--- src/sv/hangul_two_set_syllable_composer_defines.svh ---
// Assertion macros for the Hangul two-set syllable composer.
`ifndef HANGUL_TWO_SET_SYLLABLE_COMPOSER_DEFINES_SVH
`define HANGUL_TWO_SET_SYLLABLE_COMPOSER_DEFINES_SVH

`ifndef SYNTH

// Check that a property holds at every rising clock edge outside reset.
`define HTSC_ASSERT(name, clk, rstn, prop) \
  name: assert property (@(posedge clk) disable iff (!(rstn)) (prop)) \
    else $error("hangul composer: property violated");

// Check that a condition never occurs outside reset.
`define HTSC_ASSERT_NEVER(name, clk, rstn, expr) \
  name: assert property (@(posedge clk) disable iff (!(rstn)) !(expr)) \
    else $error("hangul composer: forbidden condition seen");

`else

`define HTSC_ASSERT(name, clk, rstn, prop)
`define HTSC_ASSERT_NEVER(name, clk, rstn, expr)

`endif

`endif

--- src/sv/htsc_pkg.sv ---
// Types, constants and jamo tables for the Hangul two-set syllable composer.
package htsc_pkg;

  // Johab fill code: all three slots empty
  localparam logic [15:0] FILL_CODE = 16'h8441;

  // Slot masks that keep everything but one slot
  localparam logic [15:0] MASK_INITIAL = 16'h83FF;
  localparam logic [15:0] MASK_MEDIAL  = 16'hFC1F;
  localparam logic [15:0] MASK_FINAL   = 16'hFFE0;

  // Key class bits: vowels have 0b01 in bits 6:5
  localparam logic [7:0] KEY_CLASS_MASK = 8'h60;
  localparam logic [7:0] KEY_CLASS_VOWEL = 8'h20;

  // Action codes
  localparam logic ACT_KEY   = 1'b0;
  localparam logic ACT_FLUSH = 1'b1;

  // Syllable phase
  typedef enum logic [2:0] {
    PH_START = 3'd0,
    PH_INIT  = 3'd1,
    PH_MED   = 3'd2,
    PH_DMED  = 3'd3,
    PH_FIN   = 3'd4,
    PH_DFIN  = 3'd5
  } phase_e;

  // What one beat does to the syllable
  typedef enum logic [3:0] {
    STEP_HOLD,
    STEP_FLUSH,
    STEP_START,
    STEP_PUSH_MED,
    STEP_PUSH_DMED,
    STEP_PUSH_FIN,
    STEP_PUSH_DFIN,
    STEP_MOVE_FIN,
    STEP_RESTART
  } step_e;

  // One result beat
  typedef struct packed {
    logic        commit_valid;
    logic [15:0] commit_code;
    logic        compose_active;
    logic [15:0] compose_code;
  } res_t;

  // Compound medial for a vowel pair, zero when the pair does not combine
  function automatic logic [7:0] med_pair(input logic [7:0] first_key,
                                          input logic [7:0] second_key);
    logic [7:0] comp;
    case ({first_key, second_key})
      16'hADA3: comp = 8'hAE;
      16'hADA4: comp = 8'hAF;
      16'hADBD: comp = 8'hB2;
      16'hB4A7: comp = 8'hB5;
      16'hB4AA: comp = 8'hB6;
      16'hB4BD: comp = 8'hB7;
      16'hBBBD: comp = 8'hBC;
      default:  comp = 8'h00;
    endcase
    return comp;
  endfunction

  // Compound final for a consonant pair, zero when the pair does not combine
  function automatic logic [7:0] fin_pair(input logic [7:0] first_key,
                                          input logic [7:0] second_key);
    logic [7:0] comp;
    case ({first_key, second_key})
      16'h828B: comp = 8'hC4;
      16'h848E: comp = 8'hC6;
      16'h8494: comp = 8'hC7;
      16'h8782: comp = 8'hCA;
      16'h8788: comp = 8'hCB;
      16'h8789: comp = 8'hCC;
      16'h878B: comp = 8'hCD;
      16'h8792: comp = 8'hCE;
      16'h8793: comp = 8'hCF;
      16'h8794: comp = 8'hD0;
      16'h898B: comp = 8'hD4;
      default:  comp = 8'h00;
    endcase
    return comp;
  endfunction

  // Final code for an initial consonant key, zero when it cannot close a syllable
  function automatic logic [7:0] init_to_fin(input logic [7:0] key);
    logic [7:0] fin;
    case (key)
      8'h82:   fin = 8'hC2;
      8'h83:   fin = 8'hC3;
      8'h84:   fin = 8'hC5;
      8'h85:   fin = 8'hC8;
      8'h87:   fin = 8'hC9;
      8'h88:   fin = 8'hD1;
      8'h89:   fin = 8'hD3;
      8'h8B:   fin = 8'hD5;
      8'h8C:   fin = 8'hD6;
      8'h8D:   fin = 8'hD7;
      8'h8E:   fin = 8'hD8;
      8'h90:   fin = 8'hD9;
      8'h91:   fin = 8'hDA;
      8'h92:   fin = 8'hDB;
      8'h93:   fin = 8'hDC;
      8'h94:   fin = 8'hDD;
      default: fin = 8'h00;
    endcase
    return fin;
  endfunction

  // Place a consonant key in the initial slot
  function automatic logic [15:0] put_initial(input logic [15:0] code,
                                              input logic [7:0] key);
    return (code & MASK_INITIAL) | {1'b0, key[4:0], 10'b0};
  endfunction

  // Place a vowel code in the medial slot
  function automatic logic [15:0] put_medial(input logic [15:0] code,
                                             input logic [7:0] key);
    return (code & MASK_MEDIAL) | {6'b0, key[4:0], 5'b0};
  endfunction

  // Place a final code in the final slot
  function automatic logic [15:0] put_final(input logic [15:0] code,
                                            input logic [7:0] fin);
    return (code & MASK_FINAL) | {11'b0, fin[4:0]};
  endfunction

endpackage

--- src/sv/hangul_two_set_syllable_composer.sv ---
// Top level of the Hangul two-set syllable composer.
// Input channel: one beat per key stroke, carrying action_i (0 = jamo key,
// 1 = flush) and jamo_key_i. A beat is taken on a rising edge with
// in_valid_i high and in_stall_o low.
// Output channel: exactly one result beat per input beat, in order, with
// commit_valid_o/commit_code_o for a finished syllable and
// compose_active_o/compose_code_o for the syllable still being built.
// A result beat is taken on a rising edge with out_valid_o high and
// out_stall_i low.
// Throughput: one beat is taken every cycle while in_stall_o is low; the
// result is registered in the output stage, and the phase and syllable code
// registers close their update loop through combinational logic alone.
// Stall: a two-entry output stage (result register plus skid register) keeps
// taking beats while a result waits. When both entries are full, in_stall_o
// rises and stays high until the receiver takes a result.
// Reset: rst_ni clears the phase to start and empties the output stage; no
// syllable is in progress and no result is pending.
`include "hangul_two_set_syllable_composer_defines.svh"

module hangul_two_set_syllable_composer (
  input  logic        clk_i,
  input  logic        rst_ni,
  // input channel
  input  logic        in_valid_i,
  output logic        in_stall_o,
  input  logic        action_i,
  input  logic [7:0]  jamo_key_i,
  // output channel
  output logic        out_valid_o,
  input  logic        out_stall_i,
  output logic        commit_valid_o,
  output logic [15:0] commit_code_o,
  output logic        compose_active_o,
  output logic [15:0] compose_code_o
);

  // Syllable state
  htsc_pkg::phase_e phase_q, phase_d;
  logic [15:0]      cur_code_q, cur_code_d;
  logic [15:0]      prev_code_q, prev_code_d;
  logic [7:0]       last_key_q, last_key_d;

  // Output stage
  logic             out_valid_q;
  logic             skid_valid_q;
  htsc_pkg::res_t   out_q;
  htsc_pkg::res_t   skid_q;
  htsc_pkg::res_t   res_d;

  // Decode
  htsc_pkg::step_e  step;
  logic             in_acc;
  logic             out_take;
  logic             out_free;
  logic             active;
  logic             key_ok;
  logic             vowel;
  logic             can_final;
  logic [7:0]       med_comp;
  logic [7:0]       fin_comp;
  logic [15:0]      start_code;
  htsc_pkg::phase_e start_phase;
  logic [15:0]      moved_init;

  assign in_acc   = in_valid_i && !skid_valid_q;
  assign out_take = out_valid_q && !out_stall_i;
  assign out_free = !out_valid_q || out_take;

  // Classify the key
  assign active    = (phase_q != htsc_pkg::PH_START);
  assign key_ok    = jamo_key_i inside {[8'h82:8'h94], [8'hA3:8'hBD]};
  assign vowel     = (jamo_key_i & htsc_pkg::KEY_CLASS_MASK) == htsc_pkg::KEY_CLASS_VOWEL;
  assign can_final = !vowel && !(jamo_key_i inside {8'h86, 8'h8A, 8'h8F});
  assign med_comp  = htsc_pkg::med_pair(last_key_q, jamo_key_i);
  assign fin_comp  = htsc_pkg::fin_pair(last_key_q, jamo_key_i);

  // Fresh syllable from one key
  assign start_code  = vowel ? htsc_pkg::put_medial(htsc_pkg::FILL_CODE, jamo_key_i)
                             : htsc_pkg::put_initial(htsc_pkg::FILL_CODE, jamo_key_i);
  assign start_phase = vowel ? htsc_pkg::PH_MED : htsc_pkg::PH_INIT;
  // Last final moved to the front of a new syllable
  assign moved_init  = htsc_pkg::put_initial(htsc_pkg::FILL_CODE, last_key_q);

  // Choose the step for this beat
  always_comb begin
    step = htsc_pkg::STEP_HOLD;
    if (action_i == htsc_pkg::ACT_FLUSH) begin
      step = htsc_pkg::STEP_FLUSH;
    end else if (!key_ok) begin
      step = htsc_pkg::STEP_HOLD;
    end else if (!active) begin
      step = htsc_pkg::STEP_START;
    end else begin
      case (phase_q)
        htsc_pkg::PH_INIT: begin
          step = vowel ? htsc_pkg::STEP_PUSH_MED : htsc_pkg::STEP_RESTART;
        end
        htsc_pkg::PH_MED: begin
          if (can_final) step = htsc_pkg::STEP_PUSH_FIN;
          else if (med_comp != 8'h00) step = htsc_pkg::STEP_PUSH_DMED;
          else step = htsc_pkg::STEP_RESTART;
        end
        htsc_pkg::PH_DMED: begin
          step = can_final ? htsc_pkg::STEP_PUSH_FIN : htsc_pkg::STEP_RESTART;
        end
        htsc_pkg::PH_FIN: begin
          if (!vowel && fin_comp != 8'h00) step = htsc_pkg::STEP_PUSH_DFIN;
          else if (vowel) step = htsc_pkg::STEP_MOVE_FIN;
          else step = htsc_pkg::STEP_RESTART;
        end
        htsc_pkg::PH_DFIN: begin
          step = vowel ? htsc_pkg::STEP_MOVE_FIN : htsc_pkg::STEP_RESTART;
        end
        default: begin
          step = htsc_pkg::STEP_START;
        end
      endcase
    end
  end

  // Apply the step to the syllable state and build the result
  always_comb begin
    phase_d                = phase_q;
    cur_code_d             = cur_code_q;
    prev_code_d            = prev_code_q;
    last_key_d             = last_key_q;
    res_d.commit_valid     = 1'b0;
    res_d.commit_code      = 16'h0000;
    case (step)
      htsc_pkg::STEP_FLUSH: begin
        res_d.commit_valid = active;
        res_d.commit_code  = active ? cur_code_q : 16'h0000;
        phase_d            = htsc_pkg::PH_START;
      end
      htsc_pkg::STEP_START: begin
        phase_d    = start_phase;
        cur_code_d = start_code;
        last_key_d = jamo_key_i;
      end
      htsc_pkg::STEP_PUSH_MED: begin
        phase_d     = htsc_pkg::PH_MED;
        prev_code_d = cur_code_q;
        cur_code_d  = htsc_pkg::put_medial(cur_code_q, jamo_key_i);
        last_key_d  = jamo_key_i;
      end
      htsc_pkg::STEP_PUSH_DMED: begin
        phase_d     = htsc_pkg::PH_DMED;
        prev_code_d = cur_code_q;
        cur_code_d  = htsc_pkg::put_medial(cur_code_q, med_comp);
        last_key_d  = jamo_key_i;
      end
      htsc_pkg::STEP_PUSH_FIN: begin
        phase_d     = htsc_pkg::PH_FIN;
        prev_code_d = cur_code_q;
        cur_code_d  = htsc_pkg::put_final(cur_code_q, htsc_pkg::init_to_fin(jamo_key_i));
        last_key_d  = jamo_key_i;
      end
      htsc_pkg::STEP_PUSH_DFIN: begin
        phase_d     = htsc_pkg::PH_DFIN;
        prev_code_d = cur_code_q;
        cur_code_d  = htsc_pkg::put_final(cur_code_q, fin_comp);
        last_key_d  = jamo_key_i;
      end
      htsc_pkg::STEP_MOVE_FIN: begin
        // commit the syllable without its last final, reopen with that final
        res_d.commit_valid = 1'b1;
        res_d.commit_code  = prev_code_q;
        phase_d            = htsc_pkg::PH_MED;
        prev_code_d        = moved_init;
        cur_code_d         = htsc_pkg::put_medial(moved_init, jamo_key_i);
        last_key_d         = jamo_key_i;
      end
      htsc_pkg::STEP_RESTART: begin
        res_d.commit_valid = 1'b1;
        res_d.commit_code  = cur_code_q;
        phase_d            = start_phase;
        cur_code_d         = start_code;
        last_key_d         = jamo_key_i;
      end
      default: begin
        phase_d = phase_q;
      end
    endcase
    res_d.compose_active = (phase_d != htsc_pkg::PH_START);
    res_d.compose_code   = (phase_d != htsc_pkg::PH_START) ? cur_code_d
                                                           : htsc_pkg::FILL_CODE;
  end

  // Control registers
  always_ff @(posedge clk_i or negedge rst_ni) begin
    if (!rst_ni) begin
      phase_q      <= htsc_pkg::PH_START;
      out_valid_q  <= 1'b0;
      skid_valid_q <= 1'b0;
    end else begin
      if (in_acc) phase_q <= phase_d;
      if (out_free) begin
        out_valid_q  <= skid_valid_q || in_acc;
        skid_valid_q <= 1'b0;
      end else if (in_acc) begin
        skid_valid_q <= 1'b1;
      end
    end
  end

  // Payload registers
  always_ff @(posedge clk_i) begin
    if (in_acc) begin
      cur_code_q  <= cur_code_d;
      prev_code_q <= prev_code_d;
      last_key_q  <= last_key_d;
    end
    if (out_free) begin
      out_q <= skid_valid_q ? skid_q : res_d;
    end else if (in_acc) begin
      skid_q <= res_d;
    end
  end

  // Drive ports
  assign in_stall_o       = skid_valid_q;
  assign out_valid_o      = out_valid_q;
  assign commit_valid_o   = out_q.commit_valid;
  assign commit_code_o    = out_q.commit_code;
  assign compose_active_o = out_q.compose_active;
  assign compose_code_o   = out_q.compose_code;

  // Assertions
  `HTSC_ASSERT_NEVER(a_skid_needs_out, clk_i, rst_ni, skid_valid_q && !out_valid_q)
  `HTSC_ASSERT_NEVER(a_no_commit_zero, clk_i, rst_ni, out_valid_q && !out_q.commit_valid && out_q.commit_code != 16'h0000)
  `HTSC_ASSERT_NEVER(a_idle_fill, clk_i, rst_ni, out_valid_q && !out_q.compose_active && out_q.compose_code != htsc_pkg::FILL_CODE)
  `HTSC_ASSERT(a_flush_to_start, clk_i, rst_ni, (in_acc && action_i == htsc_pkg::ACT_FLUSH) |=> (phase_q == htsc_pkg::PH_START))

endmodule
--- config.mk ---
export PLATFORM = sky130hd
export DESIGN_NAME = hangul_two_set_syllable_composer
export DESIGN_NICKNAME = d
export VERILOG_FILES = /design/src/sv/htsc_pkg.sv /design/src/sv/hangul_two_set_syllable_composer.sv
export VERILOG_INCLUDE_DIRS = /design/src /design/src/sv
export SDC_FILE = /design/constraint.sdc
export NUM_CORES = 1
export LEC_CHECK = 0
export BUFFER_PORTS_ARGS = -buffer_cell sky130_fd_sc_hd__buf_2
export CAP_MARGIN = 20
export CORE_MARGIN = 4
export CORE_UTILIZATION = 60
export DETAILED_ROUTE_END_ITERATION = 12
export GPL_ROUTABILITY_DRIVEN = 0
export GPL_TIMING_DRIVEN = 1
export PLACE_DENSITY_LB_ADDON = 0.1
export SYNTH_ARGS = -nofsm -noshare
export SYNTH_HDL_FRONTEND = slang
export SYNTH_SLANG_ARGS = --single-unit
--- constraint.sdc ---
create_clock -name clk_i -period 4.6 [get_ports clk_i]
set_input_delay 0.46 -clock clk_i [delete_from_list [all_inputs] [get_ports clk_i]]
set_output_delay 0.46 -clock clk_i [all_outputs]
set_load 0.02 [all_outputs]
# --- Yosys cells after proc, flatten, opt, wreduce, memory -nomap -nowiden ---
# Index checks and enable logic that the tools add are counted.
word_totals:
  mem_count: 0
  elab_cells: 128
  register_bits: 113
  in_bits: 13
  rom_bits: 0
  latchBits: 0
  ramBits: 0
classes:
  n_bitwise: 6
  addsub: 0
  n_mul: 0
  n_div: 0
  eq_ne: 51
  n_mux: 25
  reduce_logical: 28
  shifts: 0
  n_lt_le_gt_ge: 4
op_table:
  columns: ["op", "count"]
  rows:
  - ["16-bit == test, second input constant", 18]
  - ["8-bit == test, second input constant", 19]
  - ["16-bit one-hot mux with 6 select lines", 1]
  - ["8-bit one-hot mux with 11 select lines", 1]
  - ["5-bit one-hot mux with 16 select lines", 1]
  - ["8-bit one-hot mux with 7 select lines", 1]
  - ["17-bit one-hot mux with 3 select lines", 1]
  - ["16-bit by 10-bit bitwise OR with 16-bit output", 3]
  - ["4-bit two-way mux", 9]
  - ["34-bit two-way mux", 1]
  - ["16-bit two-way mux", 2]
  - ["16-bit by 5-bit bitwise OR with 16-bit output", 2]
  - ["16-bit one-hot mux with 2 select lines", 1]
  - ["4-bit one-hot mux with 5 select lines", 1]
  - ["3-bit one-hot mux with 6 select lines", 1]
  - ["4-bit by 3-bit == test with 1-bit output, second input constant", 4]
  - ["8-bit >= comparator, second input constant", 2]
  - ["8-bit <= comparator, second input constant", 2]
  - ["8-bit nonzero test", 2]
  - ["15-bit two-way mux", 1]
  - ["3-bit nonzero test", 3]
  - ["4-bit by 2-bit == test with 1-bit output, second input constant", 2]
  - ["7-bit OR reduction", 1]
  - ["3-bit by 2-bit == test with 1-bit output, second input constant", 2]
  - ["16 further kinds", 33]

# --- Depth between registers and ports, before layout ---
# Gate-level depths: netlist of the first run.
logic_depth:
  depth_word: 15
  depth_mapped: 12
  depth_no_buf: 9

# --- Worst setup path after synthesis of the first run ---
# No wires, ideal clock.
synth_path:
  kind: "reg2reg"
  from: "register last_key_q[1]"
  to: "register prev_code_q[0] (enable)"
  synth_period_minus_slack_ps: 3732
  stages_incl_launch_ff: 9
  arrival_time_ps: 3333
  t_required_ps: 4201
  slack_ps: 868
  cell_sequence: "edfxtp_1 -> or4b_1 -> clkbuf_2 -> a2111o_1 -> and3_1 -> nor2b_1 -> or4b_1 -> buf_2 -> a31oi_1"
synth_via:
  elab_chain_len: 13
synth_lines:
  columns: ["element", "line_no", "rtl"]
  rows:
  - ["start, declared", "hangul_two_set_syllable_composer.sv:41", "logic [7:0] last_key_q, last_key_d;"]
  - ["start signal, assigned", "hangul_two_set_syllable_composer.sv:211", "last_key_q <= last_key_d;"]
  - ["16-bit == test, on equally long branches", "htsc_pkg.sv:55, htsc_pkg.sv:72", null]
  - ["8-bit one-hot mux with 7 select lines / 8-bit one-hot mux with 11 select lines (equally long branches)", "htsc_pkg.sv:55, htsc_pkg.sv:72", null]
  - ["8-bit nonzero test, on equally long branches", "hangul_two_set_syllable_composer.sv:100, hangul_two_set_syllable_composer.sv:107", null]
  - ["4-bit two-way mux / 1-bit logical AND (equally long branches)", "hangul_two_set_syllable_composer.sv:100, hangul_two_set_syllable_composer.sv:107", null]
  - ["4-bit two-way mux, on equally long branches", "hangul_two_set_syllable_composer.sv:99, hangul_two_set_syllable_composer.sv:107", null]
  - ["4-bit one-hot mux with 5 select lines (*)", "hangul_two_set_syllable_composer.sv:94", "case (phase_q)"]
  - ["4-bit two-way mux (*)", "hangul_two_set_syllable_composer.sv:91", "end else if (!active) begin"]
  - ["4-bit two-way mux (*)", "hangul_two_set_syllable_composer.sv:89", "end else if (!key_ok) begin"]
  - ["4-bit two-way mux (*)", "hangul_two_set_syllable_composer.sv:87", "if (action_i == htsc_pkg::ACT_FLUSH) begin"]
  - ["4-bit by 3-bit == test with 1-bit output / 4-bit by 2-bit == test with 1-bit output (equally long branches)", "hangul_two_set_syllable_composer.sv:129", "case (step)"]
  - ["4-bit OR reduction (no line)", null, null]
  - ["2-bit nonzero test (no line) (*)", null, null]
  - ["2-bit AND reduction (no line) (*)", null, null]
  - ["end signal, assigned", "hangul_two_set_syllable_composer.sv:210", "prev_code_q <= prev_code_d;"]
  - ["end, declared", "hangul_two_set_syllable_composer.sv:40", "logic [15:0] prev_code_q, prev_code_d;"]
# Mark *: on every way between the ends. The rest lies on a longest branch, timed or not.
# A chain may end at the register's enable or synchronous reset.

# --- Final worst setup path of the first run ---
layout_path:
  from: "register last_key_q[1]"
  to: "register out_q (netlist bit compose_code_o[6]) (data pin)"
layout_via:
  elab_chain_len: 15
layout_lines:
  columns: ["element", "line_no", "rtl"]
  rows:
  - ["16-bit == test, on equally long branches", "htsc_pkg.sv:55, htsc_pkg.sv:72", null]
  - ["8-bit one-hot mux with 7 select lines / 8-bit one-hot mux with 11 select lines (equally long branches)", "htsc_pkg.sv:55, htsc_pkg.sv:72", null]
  - ["8-bit nonzero test, on equally long branches", "hangul_two_set_syllable_composer.sv:100, hangul_two_set_syllable_composer.sv:107", null]
  - ["4-bit two-way mux / 1-bit logical AND (equally long branches)", "hangul_two_set_syllable_composer.sv:100, hangul_two_set_syllable_composer.sv:107", null]
  - ["4-bit two-way mux, on equally long branches", "hangul_two_set_syllable_composer.sv:99, hangul_two_set_syllable_composer.sv:107", null]
  - ["4-bit one-hot mux with 5 select lines", "hangul_two_set_syllable_composer.sv:94", null]
  - ["4-bit two-way mux", "hangul_two_set_syllable_composer.sv:91", null]
  - ["4-bit two-way mux", "hangul_two_set_syllable_composer.sv:89", null]
  - ["4-bit two-way mux", "hangul_two_set_syllable_composer.sv:87", null]
  - ["4-bit == test, or another cell as far along", "hangul_two_set_syllable_composer.sv:129", null]
  - ["2-bit OR reduction (no line)", null, null]
  - ["3-bit one-hot mux with 6 select lines", "hangul_two_set_syllable_composer.sv:129", null]
  - ["3-bit nonzero test", "hangul_two_set_syllable_composer.sv:185", "res_d.compose_code = (phase_d != htsc_pkg::PH_START) ? cur_code_d"]
  - ["16-bit two-way mux (*)", "hangul_two_set_syllable_composer.sv:185", null]
  - ["34-bit two-way mux (*)", "hangul_two_set_syllable_composer.sv:214", "out_q <= skid_valid_q ? skid_q : res_d;"]
  - ["end signal, assigned", "hangul_two_set_syllable_composer.sv:214", null]
  - ["end, declared", "hangul_two_set_syllable_composer.sv:46", "htsc_pkg::res_t out_q;"]
# Marked as above.

==> flow_summary.toml, run 1 <==
[outcome]
status = "complete, no violations"

[setup_path]
max_stage_delay_ps = 600
endpoint_kind = "register"
crit_chain = "or4b_1, buf_4, a2111oi_0, a211oi_1, nor4bb_1, o31ai_4, o32ai_1, a2bb2oi_1, a211oi_1, a21oi_1"
reg2reg_to = "compose_code_o[6]"
cpMaxStageDelayCell = "or4b_1"
crit_fanout = 9
critPathTopFamily = "compound AO/OA/AOI/OAI gates"
crit_top_cell = "a211oi_1"
arrival_ps = 4170
cp_num_buf_inv = 1
cp-start-kind = "register"
crit_cells = 10
crit_type = "register to register"
r2r-start = "last_key_q[1]"
crit_required_ps = 4850
worstRegToRegCells = 10
r2r_slack_ps = 680

[route]
first_pass_iters = 5
drc = 0
wl_per_cell_um = 19.62
drtIter0Drc = 418
route.vias.total = 4268
routed_wl_um = 13200
via_per_inst = 6.342
ant_nets = 0

[place]
hpwlAfterDp_um = 8859
dpl-instance-area_um2 = 6147
io_buffers = 48

[min_path]
worstHoldEndpoint = "out_valid_o"
hold_class = "input port to register"
holdPathStages = 3
holdCritStartpoint = "in_valid_i"

[pwr]
p_sw_share_pct = 25.32
p_sw_uw = 708.4
p_leak_uw = 0.002463
internal-power_uw = 2090
pwr-share-clk_pct = 45.0
powerDensity_nw_per_um2 = 415.6
ir_worst_vdd_uv = 300.0
power_frac_seq_pct = 44.1
p_comb_share_pct = 10.9

[finish]
final_nets = 544
fin_area_um2 = 6733
antenna_cells = 0
layout-drive-gt1-share_pct = 25.55
area_delta_synth_final_pct = 16.70
fillers = 666

[global_routing]
grt_pass1_vias = 4091
grt-ovfl-total = 0
grt_max_degree = 41
antenna_found_initial = 0
track_usage_pct = 24.70
grt_first_pass_wirelength_um = 21670

[clocking]
cts_tree = "built"
cts.clk_slew.worst_paths_ps = 60
cts-root-buf = "clkbuf_8"
cts.path.max_buffers = 2
cts_buffers = 17
clk_latency_ps = 520
numClockSinks = 113
htreeDepth = 4
cts_setup_buffers = 0

[logic_synthesis]
ys_async_sr_fraction_pct = 4.425
synth_flop_cell = "edfxtp_1"
synth_edf_count = 108
syn-cell-area_um2 = 5769
synth_nets = 492
syn_inst = 479
yosysSeqAreaShare_pct = 58.38
postSynthAreaPerCell_um2 = 12.04
synth-seq-cells = 113
ys_types = 76
yosysWarnings = 0

[sta]
final-setup-viol-count = 0
slew_viol_final = 0
grt_setup_unrepaired = "false"
relSlewSlack_pct = 43.88
finClkSkew_ps = 7.872
period_needed_ps = 3922
finalHoldViolCount = 0
final.setup.tns_ps = 0
worstMarginPinSlew_ps = 839.2
fmax_ghz = 0.2550
min_period_over_period_pct = 85.26

[floorplan]
die_w_um = 106.1
design.die.area_um2 = 11250
io_pins = 49
die_h_um = 106.1
initial_core_util_pct = 62.14
num_rows = 35
core_area_um2 = 9284

[run]
max-cap-violations = 0
-- sequential cells by signal (all words and copies together), names as in the netlist --
name	flops
skid_q	34
commit_code_o	16
compose_code_o	16
cur_code_q	16
prev_code_q	16
last_key_q	8
phase_q	3
commit_valid_o	1
compose_active_o	1
in_stall_o	1
out_valid_o	1
-- how the worst max path moves through the flow --
stage                  start                end
2_1_floorplan  last_key_q[1]     prev_code_q[0]
3_3_place_gp   jamo_key_i[1]    prev_code_q[13]
3_5_place_dp   jamo_key_i[1]    prev_code_q[14]
4_1_cts        last_key_q[1]  compose_code_o[6]
5_1_grt        last_key_q[1]  compose_code_o[6]
6_report       last_key_q[1]  compose_code_o[6]
-- stage by stage --
step	cells	hold WS, ps	setup slack [ps]	utilization, %	power [uW]
global route	673	186.6	455.6	72.52	2899
CTS	673	176.5	729.9	72.52	2812
global placement	640	293.5	681.8	66.21	1548
finish	673	183.6	677.9	72.52	2798
detailed placement	640	293.5	615.2	66.21	1558
floorplan	479	164.4	868.0	-	1458
-- layout by cell type, fill, tap and decap left out, types with 3 or more instances in the layout --
cell type and n:
clkbuf_16 16, clkinv_4 6, nand2b_1 6, a31oi_1 9
nand2_1 35, edfxtp_1 108, inv_1 20, and3_1 3
nor2b_1 17, mux2_2 24, a21oi_1 20, a22o_1 25
nor4bb_1 3, o31ai_1 4, nand4_1 4, buf_2 48
or4b_1 3, o21ai_0 16, o21ai_1 5, nand3b_1 3
or2_2 6, nand4b_1 5, o211ai_1 3, nor3_1 6
a211oi_1 6, and2_1 6, o2111ai_1 3, o22ai_1 3
dfrtp_1 5, a221oi_1 3, buf_4 14, a2111oi_0 3
or3b_2 3, nand3_1 9, nor2_1 31
-- synthesized netlist by cell type, types with 3 or more instances --
cell       number  share of area, %
or2_2           6              0.65
nor3_1          6              0.52
inv_1          20               1.3
a21oi_1        20               1.7
or3b_2          3              0.46
o21ai_0        16               1.4
nor2b_1        17               1.8
nor2_1         32               2.1
a211oi_1        6              0.78
nand2b_1        6              0.65
clkbuf_1       19               1.2
nand4b_1        5              0.76
buf_2           5              0.43
o2111ai_1       3              0.46
a221oi_1        3              0.46
nand3b_1        3              0.39
nor4bb_1        3              0.52
a22o_1         25               3.8
nand3_1         9              0.78
and2_1          6              0.65
dfrtp_1         5               2.2
buf_1           3              0.20
nand4_1         4              0.43
o22ai_1         3              0.33
edfxtp_1      108                56
o21ai_1         5              0.43
o31ai_1         4              0.52
nand2_1        35               2.3
o211ai_1        3              0.39
and3_1          3              0.33
or4b_1          3              0.52
a31oi_1         9              0.98
a2111oi_0       3              0.46
mux2_2         24               4.7
-- per-layer routing --
metal | GRT usage, % | up-vias | part of all wire, %
met3 | 4.493 | 32 | 6.3
met2 | 41.58 | 201 | 49
met5 | 0 | - | 0
met4 | 6.846 | 0 | 1.7
met1 | 33.14 | 2065 | 43
li1 | - | 1970 | -
-- worst reg2reg max path, delay by kind of cell, from the launching register on --
kind	cells	cell delay, ps
AO/OA/AOI/OAI	7	2120
AND/OR/NAND/NOR	2	830
flip-flops	1	520
buffers and inverters	1	190
-- power by group through the flow --
| stage | combinational, uW | clock, uW | sequential (uW) |
|---|---|---|---|
| final | 306 | 1260 | 1230 |
| after floorplan | 165 | 0 | 1290 |
| after global placement | 296 | 0 | 1250 |
| after global routing | 332 | 1330 | 1240 |
| after CTS | 307 | 1270 | 1230 |
| after detailed placement | 303 | 0 | 1250 |
-- logic make-up (layout without fill, tap and decap cells) --
family / Yosys count / count (layout) / share of synthesized area, %
and+or+nand+nor: 159 / 159 / 15.64
AOI/OAI and AO/OA: 131 / 131 / 17.31
DFF: 113 / 113 / 58.38
buffers and inverters: 50 / 115 / 3.578
muxes: 25 / 25 / 4.945
xor gates and xnor gates: 1 / 1 / 0.1518
-- cell type report --
type | count | area [um2] | share of cell area [%]
Sequential cell | 113 | 3368 | 50.03
Multi-Input combinational cell | 316 | 2197 | 32.63
Clock buffer | 17 | 414.1 | 6.151
Timing Repair Buffer | 63 | 355.3 | 5.278
Clock inverter | 15 | 161.4 | 2.397
Tap cell | 129 | 161.4 | 2.397
Inverter | 20 | 75.07 | 1.115
-- repair_timing --
action / CTS / global route
hold buffers: 1 / 0
endpoints found under the hold margin: 5 / 0
gates resized for setup: 0 / 0
(Power assumes the default switching activity.)
==> run 2: changes to the inputs <==
--- a/config.mk
+++ b/config.mk
@@ -8,11 +8,14 @@
 export LEC_CHECK = 0
 export BUFFER_PORTS_ARGS = -buffer_cell sky130_fd_sc_hd__buf_2
 export CAP_MARGIN = 20
+export CELL_PAD_IN_SITES_DETAIL_PLACEMENT = 0
+export CELL_PAD_IN_SITES_GLOBAL_PLACEMENT = 2
 export CORE_MARGIN = 4
-export CORE_UTILIZATION = 60
+export CORE_UTILIZATION = 41
 export DETAILED_ROUTE_END_ITERATION = 12
 export GPL_ROUTABILITY_DRIVEN = 0
 export GPL_TIMING_DRIVEN = 1
+export HOLD_SLACK_MARGIN = 0.08
 export PLACE_DENSITY_LB_ADDON = 0.1
 export SYNTH_ARGS = -nofsm -noshare
 export SYNTH_HDL_FRONTEND = slang
==> flow_summary.toml, run 2 (synthesis gave the netlist of run 1 again) <==
[floorplan]
design.die.area_um2 = 16030
io_pins = 49
core_area_um2 = 13830
die_h_um = 126.6
initial_core_util_pct = 41.72
num_rows = 43
die_w_um = 126.6

[sta]
final.setup.tns_ps = 0
finalHoldViolCount = 0
relSlewSlack_pct = 49.87
period_needed_ps = 3969
min_period_over_period_pct = 86.27
final-setup-viol-count = 0
slew_viol_final = 0
finClkSkew_ps = 13.83
fmax_ghz = 0.2520
worstMarginPinSlew_ps = 741.5
grt_setup_unrepaired = "false"

[finish]
layout-drive-gt1-share_pct = 24.72
largest_reg_flops = 34
final_common_cell = "edfxtp_1"
layout_common_cells = "edfxtp_1, buf_2, nand2_1"
final_nets = 542
area_delta_synth_final_pct = 18.52
antenna_cells = 0
fillers = 1233
top_register = "skid_q"

[setup_path]
startpoint = "last_key_q[1]"
crit_fanout = 36
r2r-start = "last_key_q[1]"
arrival_ps = 4200
cp-start-kind = "register"
crit_required_ps = 4840
crit_type = "register to register"
endpoint_kind = "register"

[global_routing]
grt_pass1_vias = 4067
grt_max_degree = 42
track_usage_pct = 18.84
grt_first_pass_wirelength_um = 23270
grt-ovfl-total = 0
antenna_found_initial = 0

[clocking]
cts.clk_slew.worst_paths_ps = 60
numClockSinks = 113
cts.path.max_buffers = 2
cts_buffers = 17
cts-root-buf = "clkbuf_16"
cts_setup_buffers = 0
clk_latency_ps = 410
htreeDepth = 4
cts_tree = "built"

[pwr]
power.total_uw = 2909
p_leak_uw = 0.002480
powerDensity_nw_per_um2 = 425.4
ir_worst_vdd_uv = 253.9

[route]
first_pass_iters = 5
route.vias.total = 4139
ant_nets = 0
routed_wl_um = 14540
via_per_inst = 5.733
drtIter0Drc = 264
drc = 0
wl_per_cell_um = 20.13

[min_path]
holdCritStartpoint = "in_valid_i"
hold_class = "input port to register"

[run]
max-cap-violations = 0

[place]
io_buffers = 48
hpwlAfterDp_um = 9993

[outcome]
status = "complete, no violations"
## run 2: cell types whose count changed in the layout (fill, tap and decap cells not counted)
cell,delta
bufinv_16,+2
inv_8,-1
clkinv_2,+1
clkbuf_1,+4
clkinv_4,-5
nor2_4,+1
clkinvlp_4,-1
clkbuf_16,+1
clkinv_1,-1
buf_12,+1
nor2_2,-1
buf_4,-3
## run 2: per-layer routing
layer | global-route usage [%] | up-vias | wire length (um)
li1 | - | 1968 | -
met1 | 25.86 | 2021 | 6725
met2 | 28.42 | 122 | 6678
met3 | 4.000 | 28 | 670
met4 | 9.274 | 0 | 461
met5 | 0 | - | 0
## run 2: critical path, cell delays in order (launching register included)
cell and delay [ps]:
edfxtp_1 510, or4b_1 730, a2111o_1 350, and3_1 160, nor2b_1 150, or4b_1 750, a21oi_4 250, buf_4 380
a22o_1 210, a31oi_1 80, o21ai_0 230
## run 2: final cells by class
| class | count | area (um2) | share of cell area [%] |
|---|---|---|---|
| Clock buffer | 22 | 454.2 | 6.642 |
| Clock inverter | 10 | 160.2 | 2.342 |
| Inverter | 20 | 75.07 | 1.098 |
| Multi-Input combinational cell | 316 | 2202 | 32.20 |
| Sequential cell | 113 | 3368 | 49.26 |
| Tap cell | 180 | 225.2 | 3.294 |
| Timing Repair Buffer | 61 | 352.8 | 5.160 |
## run 2: per-stage QoR
step	cell area (um2)	util [%]	hold slack, ps	std cells	setup WS (ps)
after floorplan	5769	-	164.4	479	868.0
after global placement	6193	44.79	278.3	688	543.1
after detailed placement	6193	44.79	281.9	688	479.9
after CTS	6818	49.31	258.2	721	651.8
after global routing	6838	49.45	288.1	722	421.7
final	6838	49.45	273.3	722	631.4
## run 2: final timing paths
path | depth (start not counted) | end | slack [ps]
min in group asynchronous | 2 | in_stall_o | 390
max | 10 | compose_code_o[13] | 630
min reg2reg | 2 | compose_code_o[14] | 530
min | 3 | out_valid_o | 270
max reg2reg | 10 | compose_code_o[13] | 630
max in group asynchronous | 2 | phase_q[0] | 4080
## run 2: what timing repair did
action | CTS | global route
hold endpoints to repair | 5 | 0
hold buffers | 1 | 0
setup endpoints to repair | 0 | 0
resized for setup | 0 | 0
## run 2: where the power goes
group,internal [uW],switching (uW),leakage [uW]
combinational,108,202,0.00108
sequential,1210,25.2,0.00111
clock,919,446,0.000298
total,2240,673,0.00248
==> run 3: changes to the inputs <==
--- a/config.mk
+++ b/config.mk
@@ -11,7 +11,7 @@
 export CELL_PAD_IN_SITES_DETAIL_PLACEMENT = 0
 export CELL_PAD_IN_SITES_GLOBAL_PLACEMENT = 2
 export CORE_MARGIN = 4
-export CORE_UTILIZATION = 41
+export CORE_UTILIZATION = 44
 export DETAILED_ROUTE_END_ITERATION = 12
 export GPL_ROUTABILITY_DRIVEN = 0
 export GPL_TIMING_DRIVEN = 1
==> constraint.sdc (replaced) <==
create_clock -name clk_i -period 4.8 [get_ports clk_i]
set_input_delay 0.48 -clock clk_i [delete_from_list [all_inputs] [get_ports clk_i]]
set_output_delay 0.48 -clock clk_i [all_outputs]
set_load 0.02 [all_outputs]
==> flow_summary.toml, run 3 (synthesis gave the netlist of run 1 again) <==
[outcome]
status = "complete, no violations"

[sta]
worstMarginPinSlew_ps = 1009
final-setup-viol-count = 0
grt_setup_unrepaired = "false"
period_needed_ps = 3906
finalHoldViolCount = 0
min_period_over_period_pct = 81.37
worst_hold_slack_ps = 291.9
slew_viol_final = 0
final.setup.tns_ps = 0
fmax_ghz = 0.2560
finClkSkew_ps = 8.574
relSlewSlack_pct = 32.60

[global_routing]
track_usage_pct = 19.65
grt_pass1_vias = 3962
grt-ovfl-total = 0
grt_first_pass_wirelength_um = 22140
grt_max_degree = 42
antenna_found_initial = 0

[setup_path]
critPathTopFamily = "simple AND/OR/NAND/NOR gates"
crit_required_ps = 5030
reg2reg_to = "compose_code_o[11]"
r2r-start = "last_key_q[1]"
worstRegToRegCells = 10
max_stage_delay_ps = 730
cp-start-kind = "register"
cp_num_buf_inv = 1
endpoint_kind = "register"
cpMaxStageDelayCell = "or4b_1"
crit_fanout = 35
arrival_ps = 4140
r2r_slack_ps = 890
crit_chain = "or4b_1, a2111o_1, and3_1, nor2b_1, or4b_1, a21oi_4, buf_4, a22o_1, a31oi_1, o21ai_0"
crit_top_cell = "or4b_1"
crit_type = "register to register"

[clocking]
htreeDepth = 4
cts_buffers = 17
clk_latency_ps = 410
cts.path.max_buffers = 2
numClockSinks = 113
cts_tree = "built"
cts-root-buf = "clkbuf_16"
ctsResizeCount = 0
cts.clk_slew.worst_paths_ps = 50

[route]
wl_per_cell_um = 19.84
drtIter0Drc = 304
ant_nets = 0
via_per_inst = 5.706
first_pass_iters = 7
route.vias.total = 4063
drc = 0
routed_wl_um = 14130

[place]
io_buffers = 48
dpl.cell_count = 679
dpl-instance-area_um2 = 6176
hpwlAfterDp_um = 9980

[finish]
antenna_cells = 0
top_register = "skid_q"
fin_util_pct = 53.10
fillers = 1149
largest_reg_flops = 34
final_common_cell = "edfxtp_1"
layout-drive-gt1-share_pct = 24.81
area_delta_synth_final_pct = 17.09
layout_common_cells = "edfxtp_1, buf_2, nand2_1"
final_nets = 540
fin_area_um2 = 6755
final_cells = 712

[run]
max-cap-violations = 0

[pwr]
powerDensity_nw_per_um2 = 393.9
p_leak_uw = 0.002437
ir_worst_vdd_uv = 229.2

[floorplan]
initial_core_util_pct = 45.35
design.die.area_um2 = 15010
die_w_um = 122.5
core_area_um2 = 12720
die_h_um = 122.5
io_pins = 49
num_rows = 41

[min_path]
hold_class = "input port to register"
worstHoldEndpoint = "out_valid_o"
holdCritStartpoint = "in_valid_i"
holdPathStages = 3
-- run 3: area by class of cell --
class | instances | area [um2] | area share, %
inverter | 20 | 75.07 | 1.111
timing repair buffer | 59 | 325.3 | 4.816
clock buffer | 18 | 429.2 | 6.353
tap | 172 | 215.2 | 3.186
clock inverter | 14 | 140.1 | 2.074
multi-input combinational | 316 | 2202 | 32.60
sequential | 113 | 3368 | 49.86
-- run 3: tightest hold or removal path: cells and delay by family --
kind / cells / cell delay [ps]
buf+inv: 1 / 90
simple gates: 2 / 90
-- run 3: timing repair --
action                                 in CTS  in global routing
hold buffers                                1                  0
endpoints found under the hold margin       5                  0
buffers inserted                            0                  0
setup endpoints to repair                   0                  0
-- run 3: stage by stage --
stage	total power, uW	worst slack, ps
finish	2661	894.4
global placement	1493	815.8
CTS	2684	923.4
detailed placement	1500	723.4
global route	2757	589.8
floorplan	1397	1068
-- run 3: power by group --
part           switching, uW  total, uW  leakage [uW]  internal, uW
sequential              24.1       1180       0.00111          1160
clock                    426       1180      0.000270           758
combinational            193        294       0.00106           100
total                    643       2660       0.00244          2020
-- run 3: how the worst max path moves through the flow --
| stage | slack (ps) | end | from | cells after the start |
|---|---|---|---|---|
| floorplan | 1070 | prev_code_q[0] | last_key_q[1] | 8 |
| global placement | 820 | compose_code_o[13] | jamo_key_i[4] | 10 |
| detailed placement | 720 | compose_code_o[11] | jamo_key_i[4] | 11 |
| CTS | 920 | compose_code_o[11] | last_key_q[1] | 10 |
| global route | 590 | compose_code_o[2] | last_key_q[1] | 9 |
| finish | 890 | compose_code_o[11] | last_key_q[1] | 10 |
-- run 3: metal layers --
metal | vias up | wire length [um] | track usage, % | share of wire (%)
met2 | 119 | 6789 | 31.26 | 48
met4 | 0 | 366 | 7.558 | 2.6
met3 | 22 | 588 | 4.424 | 4.2
met5 | - | 0 | 0 | 0
met1 | 1965 | 6383 | 26.33 | 45
li1 | 1957 | - | - | -
